$ cat config.mk
export PLATFORM = sky130hd
export DESIGN_NAME = interlocked_contactor_relay_timer
export DESIGN_NICKNAME = d
export VERILOG_FILES = /design/src/icrt_pkg.sv /design/src/icrt_ram.sv /design/src/icrt_store.sv /design/src/icrt_outq.sv /design/src/icrt_seq.sv /design/src/interlocked_contactor_relay_timer.sv
export VERILOG_INCLUDE_DIRS = /design/src /design/src/src
export SDC_FILE = /design/constraint.sdc
export NUM_CORES = 2
export LEC_CHECK = 0
export BUFFER_PORTS_ARGS = -buffer_cell sky130_fd_sc_hd__buf_2
export CAP_MARGIN = 15
export CORE_ASPECT_RATIO = 1.2
export CORE_MARGIN = 2
export CORE_UTILIZATION = 45
export CTS_CLUSTER_DIAMETER = 80
export CTS_CLUSTER_SIZE = 28
export DETAILED_ROUTE_END_ITERATION = 10
export PLACE_DENSITY = 0.72
export SLEW_MARGIN = 30
export SYNTH_ARGS = -nofsm -noshare
export SYNTH_HDL_FRONTEND = slang
export SYNTH_SLANG_ARGS = --single-unit
export TNS_END_PERCENT = 100
$ cat constraint.sdc
create_clock -name clk -period 11.4 [get_ports clk]
set_clock_uncertainty 0.2 [all_clocks]
set_input_delay 2.28 -clock clk [delete_from_list [all_inputs] [get_ports clk]]
set_output_delay 2.28 -clock clk [all_outputs]
set_load 0.03 [all_outputs]
$ cat src/interlocked_contactor_relay_timer_assert.svh
// Assertion macros shared by the relay timer modules.
`ifndef INTERLOCKED_CONTACTOR_RELAY_TIMER_ASSERT_SVH
`define INTERLOCKED_CONTACTOR_RELAY_TIMER_ASSERT_SVH

// Same-cycle implication, checked on every clock edge outside reset.
`define ICRT_AST_IMP(lbl, ante, cons, msg) \
  lbl: assert property (@(posedge clk) disable iff (!rst_n) (ante) |-> (cons)) \
    else $error(msg);

// Next-cycle implication, checked on every clock edge outside reset.
`define ICRT_AST_NXT(lbl, ante, cons, msg) \
  lbl: assert property (@(posedge clk) disable iff (!rst_n) (ante) |=> (cons)) \
    else $error(msg);

`endif

$ cat src/icrt_pkg.sv
// Shared types and constants of the interlocked contactor relay timer.
package icrt_pkg;

  localparam int RELAY_COUNT_DEF = 8;
  localparam int RIDX_W          = 3;
  localparam int TIME_W          = 32;
  localparam int SECS_W          = 23;
  localparam int TMO_W           = 24;
  localparam int CFG_W           = 64;
  localparam int PROD_W          = 61;
  localparam int DIV1000_SHIFT   = 38;

  // Multiplying by this and shifting right by DIV1000_SHIFT divides any
  // 32-bit value by 1000 exactly.
  localparam logic [28:0]       DIV1000_MUL = 29'd274877907;
  localparam logic [TMO_W-1:0]  MS_PER_MIN  = 24'd60000;
  localparam logic [TIME_W-1:0] DELAY_RESET = 32'd30000;
  localparam logic [RIDX_W-1:0] TP_RESET    = 3'd1;
  localparam logic [RIDX_W-1:0] SP_RESET    = 3'd2;

  typedef enum logic [1:0] {
    OP_TICK = 2'd0,
    OP_SET  = 2'd1,
    OP_TRIG = 2'd2
  } op_t;

  typedef enum logic [1:0] {
    REG_DELAY   = 2'd0,
    REG_TIMEOUT = 2'd1,
    REG_TP_IDX  = 2'd2,
    REG_SP_IDX  = 2'd3
  } reg_idx_t;

  typedef struct packed {
    logic [TIME_W-1:0] delay;
    logic [CFG_W-1:0]  tmo_packed;
    logic [RIDX_W-1:0] tp;
    logic [RIDX_W-1:0] sp;
  } cfg_t;

  // Per-relay record held in the main state memory.
  typedef struct packed {
    logic [TIME_W-1:0] start_time;
    logic              start_valid;
    logic [TIME_W-1:0] expiry;
  } rec_t;

  typedef struct packed {
    logic [RIDX_W-1:0] addr;
    logic              a_re;
    logic              a_we;
    rec_t              a_wdata;
    logic              b_re;
    logic              b_we;
    logic [TIME_W-1:0] b_wdata;
  } store_req_t;

  typedef struct packed {
    logic [RIDX_W-1:0] relay;
    logic              on;
    logic [SECS_W-1:0] secs;
    logic              known;
  } res_t;

  typedef struct packed {
    logic accept_ok;
    logic empty;
  } oq_stat_t;

endpackage

$ cat src/icrt_ram.sv
// Generic single-write, single-read RAM with registered read data.
module icrt_ram #(
  parameter int WIDTH = 32,
  parameter int DEPTH = 8
) (
  input  logic                     clk,
  input  logic                     we,
  input  logic [$clog2(DEPTH)-1:0] waddr,
  input  logic [WIDTH-1:0]         wdata,
  input  logic                     re,
  input  logic [$clog2(DEPTH)-1:0] raddr,
  output logic [WIDTH-1:0]         rdata
);

  logic [WIDTH-1:0] mem [DEPTH];
  logic [WIDTH-1:0] rdata_r;

  always_ff @(posedge clk) begin
    if (we) begin
      mem[waddr] <= wdata;
    end
    if (re) begin
      rdata_r <= mem[raddr];
    end
  end

  assign rdata = rdata_r;

endmodule

$ cat src/icrt_store.sv
// Relay state store: record memory, stop-time memory and their valid bits.
`include "interlocked_contactor_relay_timer_assert.svh"

module icrt_store #(
  parameter int RELAY_COUNT = icrt_pkg::RELAY_COUNT_DEF
) (
  input  logic                          clk,
  input  logic                          rst_n,
  input  icrt_pkg::store_req_t          req,
  output icrt_pkg::rec_t                a_rdata,
  output logic [icrt_pkg::TIME_W-1:0]   b_rdata
);

  localparam int AW = $clog2(RELAY_COUNT);
  localparam int RW = $bits(icrt_pkg::rec_t);

  logic [AW-1:0]               addr;
  logic [RELAY_COUNT-1:0]      a_vld_r, a_vld_nxt;
  logic [RELAY_COUNT-1:0]      b_vld_r, b_vld_nxt;
  logic                        a_rv_r, a_rv_nxt;
  logic                        b_rv_r, b_rv_nxt;
  logic [RW-1:0]               a_raw;
  logic [icrt_pkg::TIME_W-1:0] b_raw;

  assign addr = req.addr[AW-1:0];

  icrt_ram #(.WIDTH(RW), .DEPTH(RELAY_COUNT)) u_rec_ram (
    .clk   (clk),
    .we    (req.a_we),
    .waddr (addr),
    .wdata (req.a_wdata),
    .re    (req.a_re),
    .raddr (addr),
    .rdata (a_raw)
  );

  icrt_ram #(.WIDTH(icrt_pkg::TIME_W), .DEPTH(RELAY_COUNT)) u_stop_ram (
    .clk   (clk),
    .we    (req.b_we),
    .waddr (addr),
    .wdata (req.b_wdata),
    .re    (req.b_re),
    .raddr (addr),
    .rdata (b_raw)
  );

  // An entry never written since reset reads as zero.
  always_comb begin
    a_vld_nxt = a_vld_r;
    b_vld_nxt = b_vld_r;
    a_rv_nxt  = a_rv_r;
    b_rv_nxt  = b_rv_r;
    if (req.a_we) begin
      a_vld_nxt[addr] = 1'b1;
    end
    if (req.b_we) begin
      b_vld_nxt[addr] = 1'b1;
    end
    if (req.a_re) begin
      a_rv_nxt = a_vld_r[addr];
    end
    if (req.b_re) begin
      b_rv_nxt = b_vld_r[addr];
    end
  end

  always_ff @(posedge clk) begin
    if (!rst_n) begin
      a_vld_r <= '0;
      b_vld_r <= '0;
      a_rv_r  <= 1'b0;
      b_rv_r  <= 1'b0;
    end else begin
      a_vld_r <= a_vld_nxt;
      b_vld_r <= b_vld_nxt;
      a_rv_r  <= a_rv_nxt;
      b_rv_r  <= b_rv_nxt;
    end
  end

  assign a_rdata = a_rv_r ? icrt_pkg::rec_t'(a_raw) : '0;
  assign b_rdata = b_rv_r ? b_raw : '0;

  // The sequencer never reads and writes one memory in the same cycle.
  `ICRT_AST_IMP(a_rec_no_overlap, req.a_we, !req.a_re, "record memory read during write")
  `ICRT_AST_IMP(a_stop_no_overlap, req.b_we, !req.b_re, "stop memory read during write")

endmodule

$ cat src/icrt_outq.sv
// Result staging: one held result plus the output register.
`include "interlocked_contactor_relay_timer_assert.svh"

module icrt_outq (
  input  logic                          clk,
  input  logic                          rst_n,
  input  logic                          emit,
  input  logic                          flush,
  input  icrt_pkg::res_t                new_res,
  output icrt_pkg::oq_stat_t            stat,
  output logic                          out_valid,
  input  logic                          out_ready,
  output logic [icrt_pkg::RIDX_W-1:0]   out_changed_relay,
  output logic                          out_relay_on,
  output logic [icrt_pkg::SECS_W-1:0]   out_run_seconds,
  output logic                          out_run_known,
  output logic                          out_last_change
);

  icrt_pkg::res_t hold_r, hold_nxt;
  icrt_pkg::res_t out_r, out_nxt;
  logic           hold_v_r, hold_v_nxt;
  logic           out_valid_r, out_valid_nxt;
  logic           out_last_r, out_last_nxt;
  logic           out_free;

  // A result is held back until the next one appears or the item ends, so
  // that the last one can carry the final mark.
  always_comb begin
    out_free       = !out_valid_r || out_ready;
    stat.accept_ok = !hold_v_r || out_free;
    stat.empty     = !hold_v_r;
    hold_nxt       = hold_r;
    hold_v_nxt     = hold_v_r;
    out_nxt        = out_r;
    out_last_nxt   = out_last_r;
    out_valid_nxt  = out_valid_r && !out_ready;
    if (emit && stat.accept_ok) begin
      if (hold_v_r) begin
        out_nxt       = hold_r;
        out_last_nxt  = 1'b0;
        out_valid_nxt = 1'b1;
      end
      hold_nxt   = new_res;
      hold_v_nxt = 1'b1;
    end else if (flush && hold_v_r && out_free) begin
      out_nxt       = hold_r;
      out_last_nxt  = 1'b1;
      out_valid_nxt = 1'b1;
      hold_v_nxt    = 1'b0;
    end
  end

  always_ff @(posedge clk) begin
    if (!rst_n) begin
      hold_v_r    <= 1'b0;
      out_valid_r <= 1'b0;
    end else begin
      hold_v_r    <= hold_v_nxt;
      out_valid_r <= out_valid_nxt;
    end
    hold_r     <= hold_nxt;
    out_r      <= out_nxt;
    out_last_r <= out_last_nxt;
  end

  assign out_valid         = out_valid_r;
  assign out_changed_relay = out_r.relay;
  assign out_relay_on      = out_r.on;
  assign out_run_seconds   = out_r.secs;
  assign out_run_known     = out_r.known;
  assign out_last_change   = out_last_r;

  `ICRT_AST_NXT(a_flush_marks_last, flush && hold_v_r && out_free && !emit,
    out_valid_r && out_last_r && !hold_v_r, "final result not marked on flush")
  `ICRT_AST_NXT(a_emit_pushes_held, emit && hold_v_r,
    out_valid_r && !out_last_r && hold_v_r, "held result lost on emit")

endmodule

$ cat src/icrt_seq.sv
// Sequencer: walks the relays and runs interlock, timeout and switching steps.
`include "interlocked_contactor_relay_timer_assert.svh"

module icrt_seq #(
  parameter int RELAY_COUNT = icrt_pkg::RELAY_COUNT_DEF
) (
  input  logic                          clk,
  input  logic                          rst_n,
  input  icrt_pkg::cfg_t                cfg,
  input  logic                          in_valid,
  output logic                          in_ready,
  input  logic [1:0]                    in_operation,
  input  logic [icrt_pkg::RIDX_W-1:0]   in_relay_index,
  input  logic                          in_turn_on,
  output icrt_pkg::store_req_t          req,
  input  icrt_pkg::rec_t                a_rdata,
  input  logic [icrt_pkg::TIME_W-1:0]   b_rdata,
  output logic                          emit,
  output logic                          flush,
  output icrt_pkg::res_t                res,
  input  icrt_pkg::oq_stat_t            oq
);

  localparam int AW = $clog2(RELAY_COUNT);
  localparam logic [3:0]    RC_L = 4'(RELAY_COUNT);
  localparam logic [AW-1:0] LAST = AW'(RELAY_COUNT - 1);

  typedef enum logic [4:0] {
    S_IDLE, S_WALK, S_ISTEP, S_DT_T, S_DT_S, S_DT_EV, S_CHK_RD, S_CHK_EV,
    S_SET, S_DRV, S_DRV_RD, S_DRV_MUL, S_DRV_SEC, S_EMIT,
    S_TRIG_RD, S_TRIG_WR, S_CLR_RD, S_CLR_WR, S_FIN
  } state_t;

  typedef enum logic [1:0] {
    RET_DONE, RET_TRIG, RET_CLR, RET_CHECK
  } ret_t;

  state_t                        state_r, state_nxt;
  ret_t                          ret_r, ret_nxt;
  logic [icrt_pkg::TIME_W-1:0]   time_r, time_nxt;
  logic [RELAY_COUNT-1:0]        on_r, on_nxt;
  logic                          sw_r, sw_nxt;
  logic                          tw_r, tw_nxt;
  logic                          pend_r, pend_nxt;
  logic [AW-1:0]                 i_r, i_nxt;
  logic [icrt_pkg::RIDX_W-1:0]   d_idx_r, d_idx_nxt;
  logic                          d_on_r, d_on_nxt;
  logic                          tgt3_r, tgt3_nxt;
  logic                          over_t_r, over_t_nxt;
  logic [icrt_pkg::TMO_W-1:0]    tmo_r, tmo_nxt;
  logic [icrt_pkg::TIME_W-1:0]   diff_r, diff_nxt;
  logic                          known_r, known_nxt;
  logic [icrt_pkg::PROD_W-1:0]   prod_r, prod_nxt;
  icrt_pkg::res_t                res_r, res_nxt;

  logic                          active;
  logic [AW-1:0]                 tpi, spi, di;
  logic [7:0]                    mins;
  logic [icrt_pkg::TIME_W-1:0]   elapsed;
  logic [icrt_pkg::TIME_W-1:0]   since_exp;
  logic [28:0]                   div_k;

  function automatic state_t ret_target(ret_t r);
    state_t s;
    unique case (r)
      RET_DONE:  s = S_FIN;
      RET_TRIG:  s = S_TRIG_RD;
      RET_CLR:   s = S_CLR_RD;
      RET_CHECK: s = S_CHK_RD;
    endcase
    return s;
  endfunction

  assign active = (4'(cfg.tp) < RC_L) && (4'(cfg.sp) < RC_L) && (cfg.tp != cfg.sp);
  assign tpi    = cfg.tp[AW-1:0];
  assign spi    = cfg.sp[AW-1:0];
  assign di     = d_idx_r[AW-1:0];
  assign mins   = cfg.tmo_packed[{in_relay_index, 3'b000} +: 8];
  assign elapsed   = time_r - b_rdata;
  assign since_exp = time_r - a_rdata.expiry;
  assign div_k     = icrt_pkg::DIV1000_MUL;

  assign in_ready = (state_r == S_IDLE);
  assign res      = res_r;

  always_comb begin
    state_nxt  = state_r;
    ret_nxt    = ret_r;
    time_nxt   = time_r;
    on_nxt     = on_r;
    sw_nxt     = sw_r;
    tw_nxt     = tw_r;
    pend_nxt   = pend_r;
    i_nxt      = i_r;
    d_idx_nxt  = d_idx_r;
    d_on_nxt   = d_on_r;
    tgt3_nxt   = tgt3_r;
    over_t_nxt = over_t_r;
    tmo_nxt    = tmo_r;
    diff_nxt   = diff_r;
    known_nxt  = known_r;
    prod_nxt   = prod_r;
    res_nxt    = res_r;
    req        = '0;
    emit       = 1'b0;
    flush      = 1'b0;

    unique case (state_r)
      S_IDLE: begin
        if (in_valid) begin
          d_idx_nxt = in_relay_index;
          d_on_nxt  = in_turn_on;
          tmo_nxt   = icrt_pkg::TMO_W'(mins) * icrt_pkg::MS_PER_MIN;
          i_nxt     = '0;
          unique case (in_operation)
            icrt_pkg::OP_TICK: begin
              time_nxt  = time_r + 32'd1;
              state_nxt = S_WALK;
            end
            icrt_pkg::OP_SET: begin
              if (4'(in_relay_index) < RC_L) begin
                ret_nxt   = RET_DONE;
                state_nxt = S_SET;
              end
            end
            icrt_pkg::OP_TRIG: begin
              if (4'(in_relay_index) < RC_L) begin
                ret_nxt   = (in_turn_on && mins != 8'd0) ? RET_TRIG : RET_DONE;
                state_nxt = S_SET;
              end
            end
            default: begin
              state_nxt = S_IDLE;
            end
          endcase
        end
      end

      S_WALK: begin
        if (pend_r && active && (3'(i_r) == cfg.tp || 3'(i_r) == cfg.sp)) begin
          state_nxt = S_ISTEP;
        end else begin
          req.addr  = 3'(i_r);
          req.a_re  = 1'b1;
          state_nxt = S_CHK_EV;
        end
      end

      S_ISTEP: begin
        if (tw_r && !on_r[tpi]) begin
          if (on_r[spi]) begin
            d_idx_nxt = cfg.sp;
            d_on_nxt  = 1'b0;
            ret_nxt   = RET_CHECK;
            state_nxt = S_DRV;
          end else begin
            tgt3_nxt  = 1'b1;
            state_nxt = S_DT_T;
          end
        end else if (sw_r && !on_r[spi] && !on_r[tpi]) begin
          tgt3_nxt  = 1'b0;
          state_nxt = S_DT_T;
        end else begin
          state_nxt = S_CHK_RD;
        end
      end

      S_DT_T: begin
        req.addr  = cfg.tp;
        req.b_re  = 1'b1;
        state_nxt = S_DT_S;
      end

      S_DT_S: begin
        over_t_nxt = (elapsed >= cfg.delay);
        req.addr   = cfg.sp;
        req.b_re   = 1'b1;
        state_nxt  = S_DT_EV;
      end

      S_DT_EV: begin
        if (over_t_r && (elapsed >= cfg.delay)) begin
          pend_nxt  = 1'b0;
          d_idx_nxt = tgt3_r ? cfg.tp : cfg.sp;
          d_on_nxt  = 1'b1;
          ret_nxt   = RET_CHECK;
          state_nxt = S_DRV;
        end else begin
          state_nxt = S_CHK_RD;
        end
      end

      S_CHK_RD: begin
        req.addr  = 3'(i_r);
        req.a_re  = 1'b1;
        state_nxt = S_CHK_EV;
      end

      S_CHK_EV: begin
        if (a_rdata.expiry != '0 && !since_exp[icrt_pkg::TIME_W-1]) begin
          d_idx_nxt = 3'(i_r);
          d_on_nxt  = 1'b0;
          ret_nxt   = RET_CLR;
          state_nxt = S_SET;
        end else if (i_r == LAST) begin
          state_nxt = S_FIN;
        end else begin
          i_nxt     = i_r + 1'b1;
          state_nxt = S_WALK;
        end
      end

      S_SET: begin
        if (active && (d_idx_r == cfg.tp || d_idx_r == cfg.sp)) begin
          if (d_idx_r == cfg.sp) begin
            sw_nxt = d_on_r;
            if (d_on_r && !on_r[spi]) begin
              pend_nxt = 1'b1;
            end
          end else begin
            tw_nxt = d_on_r;
            if (d_on_r && !on_r[tpi]) begin
              pend_nxt = 1'b1;
            end else if (!d_on_r && sw_r) begin
              pend_nxt = 1'b1;
            end
          end
          state_nxt = d_on_r ? ret_target(ret_r) : S_DRV;
        end else begin
          state_nxt = S_DRV;
        end
      end

      S_DRV: begin
        if (on_r[di] == d_on_r) begin
          state_nxt = ret_target(ret_r);
        end else if (d_on_r) begin
          req.addr    = d_idx_r;
          req.a_we    = 1'b1;
          req.a_wdata = '{start_time: time_r, start_valid: 1'b1, expiry: '0};
          on_nxt[di]  = 1'b1;
          res_nxt     = '{relay: d_idx_r, on: 1'b1, secs: '0, known: 1'b0};
          state_nxt   = S_EMIT;
        end else begin
          req.addr  = d_idx_r;
          req.a_re  = 1'b1;
          state_nxt = S_DRV_RD;
        end
      end

      S_DRV_RD: begin
        diff_nxt    = time_r - a_rdata.start_time;
        known_nxt   = a_rdata.start_valid;
        req.addr    = d_idx_r;
        req.a_we    = 1'b1;
        req.a_wdata = '0;
        req.b_we    = 1'b1;
        req.b_wdata = time_r;
        on_nxt[di]  = 1'b0;
        state_nxt   = S_DRV_MUL;
      end

      S_DRV_MUL: begin
        prod_nxt  = diff_r * div_k;
        state_nxt = S_DRV_SEC;
      end

      S_DRV_SEC: begin
        res_nxt.relay = d_idx_r;
        res_nxt.on    = 1'b0;
        res_nxt.secs  = known_r ? prod_r[icrt_pkg::DIV1000_SHIFT +: icrt_pkg::SECS_W] : '0;
        res_nxt.known = known_r;
        state_nxt     = S_EMIT;
      end

      S_EMIT: begin
        if (oq.accept_ok) begin
          emit      = 1'b1;
          state_nxt = ret_target(ret_r);
        end
      end

      S_TRIG_RD: begin
        req.addr  = d_idx_r;
        req.a_re  = 1'b1;
        state_nxt = S_TRIG_WR;
      end

      S_TRIG_WR: begin
        req.addr           = d_idx_r;
        req.a_we           = 1'b1;
        req.a_wdata        = a_rdata;
        req.a_wdata.expiry = time_r + icrt_pkg::TIME_W'(tmo_r);
        state_nxt          = S_FIN;
      end

      S_CLR_RD: begin
        req.addr  = 3'(i_r);
        req.a_re  = 1'b1;
        state_nxt = S_CLR_WR;
      end

      S_CLR_WR: begin
        req.addr           = 3'(i_r);
        req.a_we           = 1'b1;
        req.a_wdata        = a_rdata;
        req.a_wdata.expiry = '0;
        if (i_r == LAST) begin
          state_nxt = S_FIN;
        end else begin
          i_nxt     = i_r + 1'b1;
          state_nxt = S_WALK;
        end
      end

      S_FIN: begin
        flush = 1'b1;
        if (oq.empty || oq.accept_ok) begin
          state_nxt = S_IDLE;
        end
      end

      default: begin
        state_nxt = S_IDLE;
      end
    endcase
  end

  always_ff @(posedge clk) begin
    if (!rst_n) begin
      state_r <= S_IDLE;
      time_r  <= '0;
      on_r    <= '0;
      sw_r    <= 1'b0;
      tw_r    <= 1'b0;
      pend_r  <= 1'b0;
    end else begin
      state_r <= state_nxt;
      time_r  <= time_nxt;
      on_r    <= on_nxt;
      sw_r    <= sw_nxt;
      tw_r    <= tw_nxt;
      pend_r  <= pend_nxt;
    end
    ret_r    <= ret_nxt;
    i_r      <= i_nxt;
    d_idx_r  <= d_idx_nxt;
    d_on_r   <= d_on_nxt;
    tgt3_r   <= tgt3_nxt;
    over_t_r <= over_t_nxt;
    tmo_r    <= tmo_nxt;
    diff_r   <= diff_nxt;
    known_r  <= known_nxt;
    prod_r   <= prod_nxt;
    res_r    <= res_nxt;
  end

  `ICRT_AST_NXT(a_tick_advances, in_valid && in_ready && in_operation == icrt_pkg::OP_TICK,
    time_r == $past(time_r) + 32'd1, "tick did not advance the clock")
  `ICRT_AST_NXT(a_emit_leaves, state_r == S_EMIT && oq.accept_ok,
    state_r != S_EMIT, "result transfer stuck")

endmodule

$ cat src/interlocked_contactor_relay_timer.sv
// Top level of the interlocked contactor relay timer.
// The block drives a bank of relays with optional auto-off timeouts; two of
// them are mutually interlocked contactors with a both-off dead time.
// Items come in on the in_ channel (valid/ready): a millisecond tick, a plain
// set request or a trigger-or-set request. Each real relay change leaves on
// the out_ channel as one transfer; the final transfer of an item carries
// out_last_change. An item with no change produces no transfer at all.
// Configuration is written through cfg_we/cfg_index/cfg_wdata; the user writes
// it only while idle, which the block itself does not enforce. One item is in
// work at a time. A quiet tick walks the record memory, a read and an evaluate
// step per relay; it also clears each timeout it finds and runs a pending
// interlock step, with or without its dead-time check. A trigger that sets a
// timeout reads and rewrites its record. A switch-on writes the record and
// stages the result; a switch-off reads the record, writes it back, runs the
// divide-by-1000 multiply, forms the result and stages it. A held result moves
// into the output register when the next result is staged or the item ends.
// After reset all relays are off, the clock is zero and the registers hold
// their reset values; the memories need no clearing pass. If the receiver
// stalls, one result waits in the output register and one more is held;
// the walk then pauses at the next change until a transfer frees a place.
module interlocked_contactor_relay_timer #(
  parameter int RELAY_COUNT = icrt_pkg::RELAY_COUNT_DEF
) (
  input  logic                          clk,
  input  logic                          rst_n,
  input  logic                          in_valid,
  output logic                          in_ready,
  input  logic [1:0]                    in_operation,
  input  logic [icrt_pkg::RIDX_W-1:0]   in_relay_index,
  input  logic                          in_turn_on,
  output logic                          out_valid,
  input  logic                          out_ready,
  output logic [icrt_pkg::RIDX_W-1:0]   out_changed_relay,
  output logic                          out_relay_on,
  output logic [icrt_pkg::SECS_W-1:0]   out_run_seconds,
  output logic                          out_run_known,
  output logic                          out_last_change,
  input  logic                          cfg_we,
  input  logic [1:0]                    cfg_index,
  input  logic [icrt_pkg::CFG_W-1:0]    cfg_wdata
);

  icrt_pkg::cfg_t               cfg_r, cfg_nxt;
  icrt_pkg::store_req_t         req;
  icrt_pkg::rec_t               a_rdata;
  logic [icrt_pkg::TIME_W-1:0]  b_rdata;
  icrt_pkg::res_t               res;
  icrt_pkg::oq_stat_t           oq;
  logic                         emit;
  logic                         flush;

  // Configuration registers: each write replaces the whole register.
  always_comb begin
    cfg_nxt = cfg_r;
    if (cfg_we) begin
      unique case (cfg_index)
        icrt_pkg::REG_DELAY:   cfg_nxt.delay      = cfg_wdata[icrt_pkg::TIME_W-1:0];
        icrt_pkg::REG_TIMEOUT: cfg_nxt.tmo_packed = cfg_wdata;
        icrt_pkg::REG_TP_IDX:  cfg_nxt.tp         = cfg_wdata[icrt_pkg::RIDX_W-1:0];
        icrt_pkg::REG_SP_IDX:  cfg_nxt.sp         = cfg_wdata[icrt_pkg::RIDX_W-1:0];
      endcase
    end
  end

  always_ff @(posedge clk) begin
    if (!rst_n) begin
      cfg_r.delay      <= icrt_pkg::DELAY_RESET;
      cfg_r.tmo_packed <= '0;
      cfg_r.tp         <= icrt_pkg::TP_RESET;
      cfg_r.sp         <= icrt_pkg::SP_RESET;
    end else begin
      cfg_r <= cfg_nxt;
    end
  end

  // Sequencer: owns the millisecond clock, the relay on bits and the
  // interlock flags, and steps through the relay records in memory.
  icrt_seq #(.RELAY_COUNT(RELAY_COUNT)) u_seq (
    .clk            (clk),
    .rst_n          (rst_n),
    .cfg            (cfg_r),
    .in_valid       (in_valid),
    .in_ready       (in_ready),
    .in_operation   (in_operation),
    .in_relay_index (in_relay_index),
    .in_turn_on     (in_turn_on),
    .req            (req),
    .a_rdata        (a_rdata),
    .b_rdata        (b_rdata),
    .emit           (emit),
    .flush          (flush),
    .res            (res),
    .oq             (oq)
  );

  // Start times, expiry times and stop times, one record per relay.
  icrt_store #(.RELAY_COUNT(RELAY_COUNT)) u_store (
    .clk     (clk),
    .rst_n   (rst_n),
    .req     (req),
    .a_rdata (a_rdata),
    .b_rdata (b_rdata)
  );

  // Result staging and output register.
  icrt_outq u_outq (
    .clk               (clk),
    .rst_n             (rst_n),
    .emit              (emit),
    .flush             (flush),
    .new_res           (res),
    .stat              (oq),
    .out_valid         (out_valid),
    .out_ready         (out_ready),
    .out_changed_relay (out_changed_relay),
    .out_relay_on      (out_relay_on),
    .out_run_seconds   (out_run_seconds),
    .out_run_known     (out_run_known),
    .out_last_change   (out_last_change)
  );

endmodule
* Yosys cells after proc, flatten, opt, wreduce, memory -nomap -nowiden *
Memory sizes are Yosys's and may differ from the RTL's. A register that Yosys moved wholly into a read port is not among the register bits.
Cells that the tools add are included.

storage, ports and cells
  input port bits = 77
  memories kept = 2
  logic and storage cells = 279
  flip-flop bits (word level) = 379
  bits in writable memories = 776
  output and inout port bits = 31

operators by class
  eq/ne operators = 49
  multiplexer cells = 102
  $lt $le $gt $ge = 7
  bitwise logic cells = 6
  shift operators = 1
  reduce and logical (&&, ||, !) cells = 65
  $mul = 2
  add/subtract/negate cells = 6

memories
  memory                  words  bits a word  rd ports  clocked after memory_dff  wr ports  line            RTL
  u_store.u_rec_ram.mem   8      65           1         1                         1         icrt_ram.sv:15  logic [WIDTH-1:0] mem [DEPTH];
  u_store.u_stop_ram.mem  8      32           1         1                         1         icrt_ram.sv:15

operators with widths
  kind                                                 number
  one-hot mux 66 bit (4 select lines)                  1
  2-to-1 mux 28 bit                                    5
  subtractor 32 bit                                    3
  one-hot mux 5 bit (19 select lines)                  1
  2-to-1 mux 70 bit                                    1
  2-to-1 mux 66 bit                                    1
  2-to-1 mux 65 bit                                    1
  indexed part select 64 x 7 -> 8 bit                  1
  multiplier 32 x 29 -> 61 bit, second input constant  1
  one-hot mux 28 bit (2 select lines)                  1
  == test 5 x 4 -> 1 bit, second input constant        8
  2-to-1 mux 5 bit                                     8
  2-to-1 mux 1 bit                                     39
  2-to-1 mux 3 bit                                     12
  2-to-1 mux 33 bit                                    1
  adder 32 x 1 -> 32 bit, second input constant        1
  adder 32 x 24 -> 32 bit                              1
  >= comparator 32 bit                                 1
  2-to-1 mux 32 bit                                    1
  nonzero test 32 bit                                  1
  bitwise OR 8 bit                                     3
  AND reduction 3 bit                                  8
  2-to-1 mux 23 bit                                    1
  == test 5 x 3 -> 1 bit, second input constant        4
  other kinds (52)                                     133

* Logic depth before layout (Yosys ltp) *
  word-level depth = 10
  gate-level depth with buffers = 25
  depth with buffers taken out = 25

* Modules after synthesis *
Synthesis repeated with hierarchy kept, for this count alone.

unflattened totals
  cells, all modules = 5129
  area total of the unflattened synthesis = 69207.6 um^2

by module, submodules not included
  module                             area an instance (um^2)  sequential area each (um^2)  instances  cells each
  icrt_seq                           29682.2                  4384.2                       1          3208
  icrt_ram at u_store.u_rec_ram      21508.1                  17566.8                      1          829
  icrt_ram at u_store.u_stop_ram     10786.6                  8648.3                       1          415
  interlocked_contactor_relay_timer  3990.1                   2042.0                       1          413
  icrt_outq                          1813.0                   1751.7                       1          70
  icrt_store                         1427.6                   360.3                        1          194

* Least setup slack after synthesis *
No wires, ideal clock.

  path type = register to register
  from = reg u_seq.d_idx_r[1] in the netlist's numbering
  to = mem u_store.u_rec_ram.mem[3][0] in the netlist's numbering, enable pin
  period minus slack after synthesis = 8.230 ns
  data arrival time = 7.460 ns
  buffers on the path = 4
  cell stages (with the launch flop) = 18
  library setup time = 0.571 ns
  required time = 10.629 ns
  slack = 3.170 ns
  cell sequence = edfxtp_1 -> clkbuf_1 -> clkbuf_1 -> mux2i_1 -> o21ai_0 -> nand2_1 -> and3_1 -> inv_1 -> ha_1 -> nor2_1 -> mux2i_1 -> nor2_1 -> a222oi_1 -> o21a_1 -> nand2b_1 -> buf_2 -> buf_6 -> nor3_1

on the way
  word-level cells in the longest chain between the ends = 7
  elaborated cells on any way between the ends = 8
  classes of those cells = 1 x eq/ne; 7 x mux

RTL lines
  what                                    line             RTL
  from (decl)                             icrt_seq.sv:46   logic [icrt_pkg::RIDX_W-1:0] d_idx_r, d_idx_nxt;
  from (signal assigned)                  icrt_seq.sv:347  d_idx_r <= d_idx_nxt;
  binary-select mux 1 bit (select 3 bit)  icrt_seq.sv:235  if (on_r[di] == d_on_r) begin
  2-to-1 mux 1 bit (implied by the code)  icrt_seq.sv:235
  == test 1 bit                           icrt_seq.sv:235
  2-to-1 mux 70 bit                       icrt_seq.sv:235
  one-hot mux 66 bit (4 select lines)     icrt_seq.sv:108  unique case (state_r)
  2-to-1 mux 1 bit                        icrt_ram.sv:19   if (we) begin
  2-to-1 mux 1 bit (implied by the code)  icrt_ram.sv:20   mem[waddr] <= wdata;
  to (decl)                               icrt_ram.sv:15

Several ways; a longest one is shown, not always the timed one. The select of a mux whose other input is x is not followed.

* Worst setup path in the final report *
  from = reg u_seq.diff_r[30] in the netlist's numbering
  to = reg u_seq.prod_r[56] in the netlist's numbering (data pin)

on the way
  word-level cells in the longest chain between the ends = 1

RTL lines
  what                          line             RTL
  from (decl)                   icrt_seq.sv:51   logic [icrt_pkg::TIME_W-1:0] diff_r, diff_nxt;
  from (signal assigned)        icrt_seq.sv:352  diff_r <= diff_nxt;
  multiplier 32 x 29 -> 61 bit  icrt_seq.sv:264  prod_nxt = diff_r * div_k;
  to (signal assigned)          icrt_seq.sv:354  prod_r <= prod_nxt;
  to (decl)                     icrt_seq.sv:53   logic [icrt_pkg::PROD_W-1:0] prod_r, prod_nxt;

No other way between the ends.
A chain may end at the register's enable or synchronous reset.

==> out/qor.csv <==
metric;value;unit
status;finished clean;
root_buffer;clkbuf_16;
ys_ff_latch;1214;
async_reset_ff_frac;0;
grt.total_usage;0.232;
postLayoutCellArea;71700;um^2
rows;154;
die_w;356;um
report.power.total;18.3;mW
syn_area;66900;um^2
slowest_stage;edfxtp_1;
io_pins;108;
place.gp.congestion;0.902;
setup_tns;0;ns
first_global_vias;43718;
critPathCaptureType;flip-flop;
dp_slack;3.19;ns
critPathKind;flip-flop to flip-flop;
peakVddDrop;0.416;mV
postCtsSetupBuffers;0;
post_layout_nonfiller_instances;7479;
rr_worst_depth;22;
wirelength;177000;um
ant_nets;0;
start_util;0.454;
min_to;u_outq.out_run_seconds[16];
numPortBuffers;107;
yosysTopAreaCell;edfxtp_1;
max_stage_delay;0.75;ns
min_period_over_period;0.698;
critPathRequiredTime;11.64;ns
overflow;0;
start_kind;flip-flop;
route.detailed.drc;0;
synth_edf_count;1044;
die_h;426;um
tightest_slew;1.01;ns
grt_antenna_before_repair;3;
yosysSeqAreaShare;0.520;
rsz0062_at_grt;false;
drt-initial-drc-count;4499;
max_freq;126;MHz
synth.avg_cell_area;12.3;um^2
area_growth;7.16;%
arrival;8.20;ns
period_minus_slack;7.96;ns
total_leakage_power;27.6;nW
rr_endpoint;u_seq.prod_r[56];
setup_viol;0;
cpMostUsedCell;fa_1;
synth_warnings;0;
dr_total_vias;43264;
fin_nets;6470;
synth_ff_type;edfxtp_1;
drive_gt1_frac;0.0654;
dieArea;152000;um^2
hold_buffers;0;
crit_chain;inv_1, ha_1, inv_1, fa_1, ha_1, inv_1, fa_1, inv_1, fa_1, fa_1, fa_1, ha_1, ha_1, nand4_1, nor4_1, nand3_1, or2_2, o21ai_1, nand3_1, o221ai_1, a31oi_1, xnor2_1;
synthTopCellsByArea;edfxtp_1 (47%), ha_1 (11%), fa_1 (9.7%);
r2r_start;u_seq.diff_r[30];
power_density;256;nW/um^2
slew_violations;0;
syn_nets;6423;
syn-instance-count;5431;
worst_slack;3.44;ns
cts.repair.resized;0;
drv_cap;0;
hpwl;120000;um
clk_latency;0.71;ns
fill_cells;12863;
coreArea;147000;um^2
avgViaCountPerCell;5.78;
detailedRoute.firstPassIterationCount;6;
placed_cells;7371;
dpl_cell_area;69900;um^2
ctsHtreeMaxLevel;2;
finalHoldViolations;0;
grt_max_degree;82;
cts_sinks;1214;
cts_tree;done;
rrSetupSlack;3.44;ns
path_max_fanout;9;
clock_path_buffers;3;
clkTransAtPathRegs;0.11;ns
grt_first_pass_wirelength;268000;um
routedWlPerCell;23.7;um
synthDistinctLibCells;85;
holdPathStages;0;
synth_top_area_frac;0.469;
slew_headroom;0.327;
min_path_type;flip-flop to flip-flop;
hp-start;u_outq.hold_r[17];
cts_buffers;54;
==> critical path, delay by kind of cell (launching register included) <==
kind / cells / cell delay, ns
adder cells (fa/ha/maj): 9 / 3.79
AND/OR/NAND/NOR: 5 / 1.36
AO/OA/AOI/OAI: 3 / 0.90
flip-flops: 1 / 0.75
buffers and inverters: 4 / 0.58
XOR/XNOR: 1 / 0.14
==> per-layer routing <==
layer,wire (um),vias up,track usage
met3,13400,320,0.0307
met2,87000,1737,0.400
li1,-,19449,-
met1,70000,21758,0.301
met4,6990,0,0.0824
met5,0,-,0
==> registers in the layout, indices dropped and copies added, names as in the netlist, 2 cells and up, named ones only <==
name and count:
u_seq.diff_r 32, u_store.u_stop_ram.rdata 32, u_seq.res 28, u_seq.tmo_r 19, u_outq.out_run_seconds 23, u_seq.state_r 5
cfg_r 102, u_seq.prod_r 23, u_outq.out_changed_relay 3, u_store.a_vld_r 8, u_store.u_rec_ram.mem 520, u_store.b_vld_r 8
u_seq.i_r 3, u_seq.time_r 32, u_seq.ret_r 2, u_store.u_rec_ram.rdata 65, u_outq.hold_r 28, u_seq.d_idx_r 3
u_store.u_stop_ram.mem 256
==> worst max-delay path by stage <==
stage,from,to,slack (ns)
after CTS,u_seq.diff_r[13],u_seq.prod_r[59],3.42
final,u_seq.diff_r[30],u_seq.prod_r[56],3.44
after detailed placement,in_relay_index[0],u_seq.tmo_r[22],3.19
after floorplan,u_seq.d_idx_r[1],u_store.u_rec_ram.mem[3][0],3.17
after global routing,u_seq.diff_r[30],u_seq.prod_r[56],3.06
after global placement,in_relay_index[0],u_seq.tmo_r[22],3.31
==> where the power goes <==
part / internal, mW / total [mW] / switching (mW)
Combinational: 4.16 / 10.4 / 6.19
Clock: 0.955 / 2.38 / 1.42
Sequential: 5.35 / 5.58 / 0.234
==> cell usage after synthesis (all sizes together) (12+ instances only) <==
cell type / instances
edfxtp: 1044
inv: 644
ha: 592
nand2: 536
a21oi: 361
fa: 323
nor2: 269
dfxtp: 170
clkbuf: 122
mux2i: 122
o211ai: 114
xnor2: 90
o21ai: 88
buf: 85
a21o: 78
and2: 74
nand3: 67
a222oi: 60
nor3: 57
xor2: 57
a22oi: 48
a221oi: 45
nand4: 33
a32o: 31
o21a: 28
nor2b: 27
a31oi: 25
nand2b: 24
mux4: 20
or3: 18
nor4: 17
and3: 15
o2bb2ai: 15
o21bai: 12
==> layout by cell type, fill, tap and decap left out, types with 48 or more instances in the layout <==
master,instances
edfxtp_1,1044
inv_1,643
ha_1,592
nand2_1,535
a21oi_1,361
fa_1,323
nor2_1,250
dfxtp_1,169
mux2i_1,122
o211ai_1,114
buf_2,107
xnor2_1,90
buf_4,86
a21o_1,77
o21ai_0,77
and2_1,72
nand3_1,67
a222oi_1,60
xor2_1,57
clkbuf_16,55
a22oi_1,48
==> kinds of logic after synthesis <==
| logic type | count (synthesis) | synth area share |
|---|---|---|
| buffers and inverters | 852 | 0.0499 |
| flip-flops | 1214 | 0.520 |
| AND/OR/NAND/NOR | 1171 | 0.0789 |
| AO/OA/AOI/OAI | 988 | 0.0995 |
| adder cells (fa/ha/maj) | 915 | 0.207 |
| XOR/XNOR | 147 | 0.0193 |
| multiplexers | 144 | 0.0253 |
==> stage by stage <==
step | hold slack [ns] | utilization
floorplan | 0.200 | -
global route | 0.234 | 0.487
detailed placement | 0.205 | 0.475
CTS | 0.227 | 0.486
finish | 0.226 | 0.487
global placement | 0.201 | 0.474
==> cell type report <==
type,instances,area (um^2),area share
repair buffers,198,1250,0.0175
multi-input cells,3365,29000,0.405
clock buffers,87,1500,0.0209
clock inverters,15,246,0.00344
flip-flops and latches,1214,34800,0.485
inverters,645,2420,0.0338
well taps,1950,2440,0.0340
diodes,5,12.5,0.000175
No activity file was read; power rests on OpenSTA's default activity.
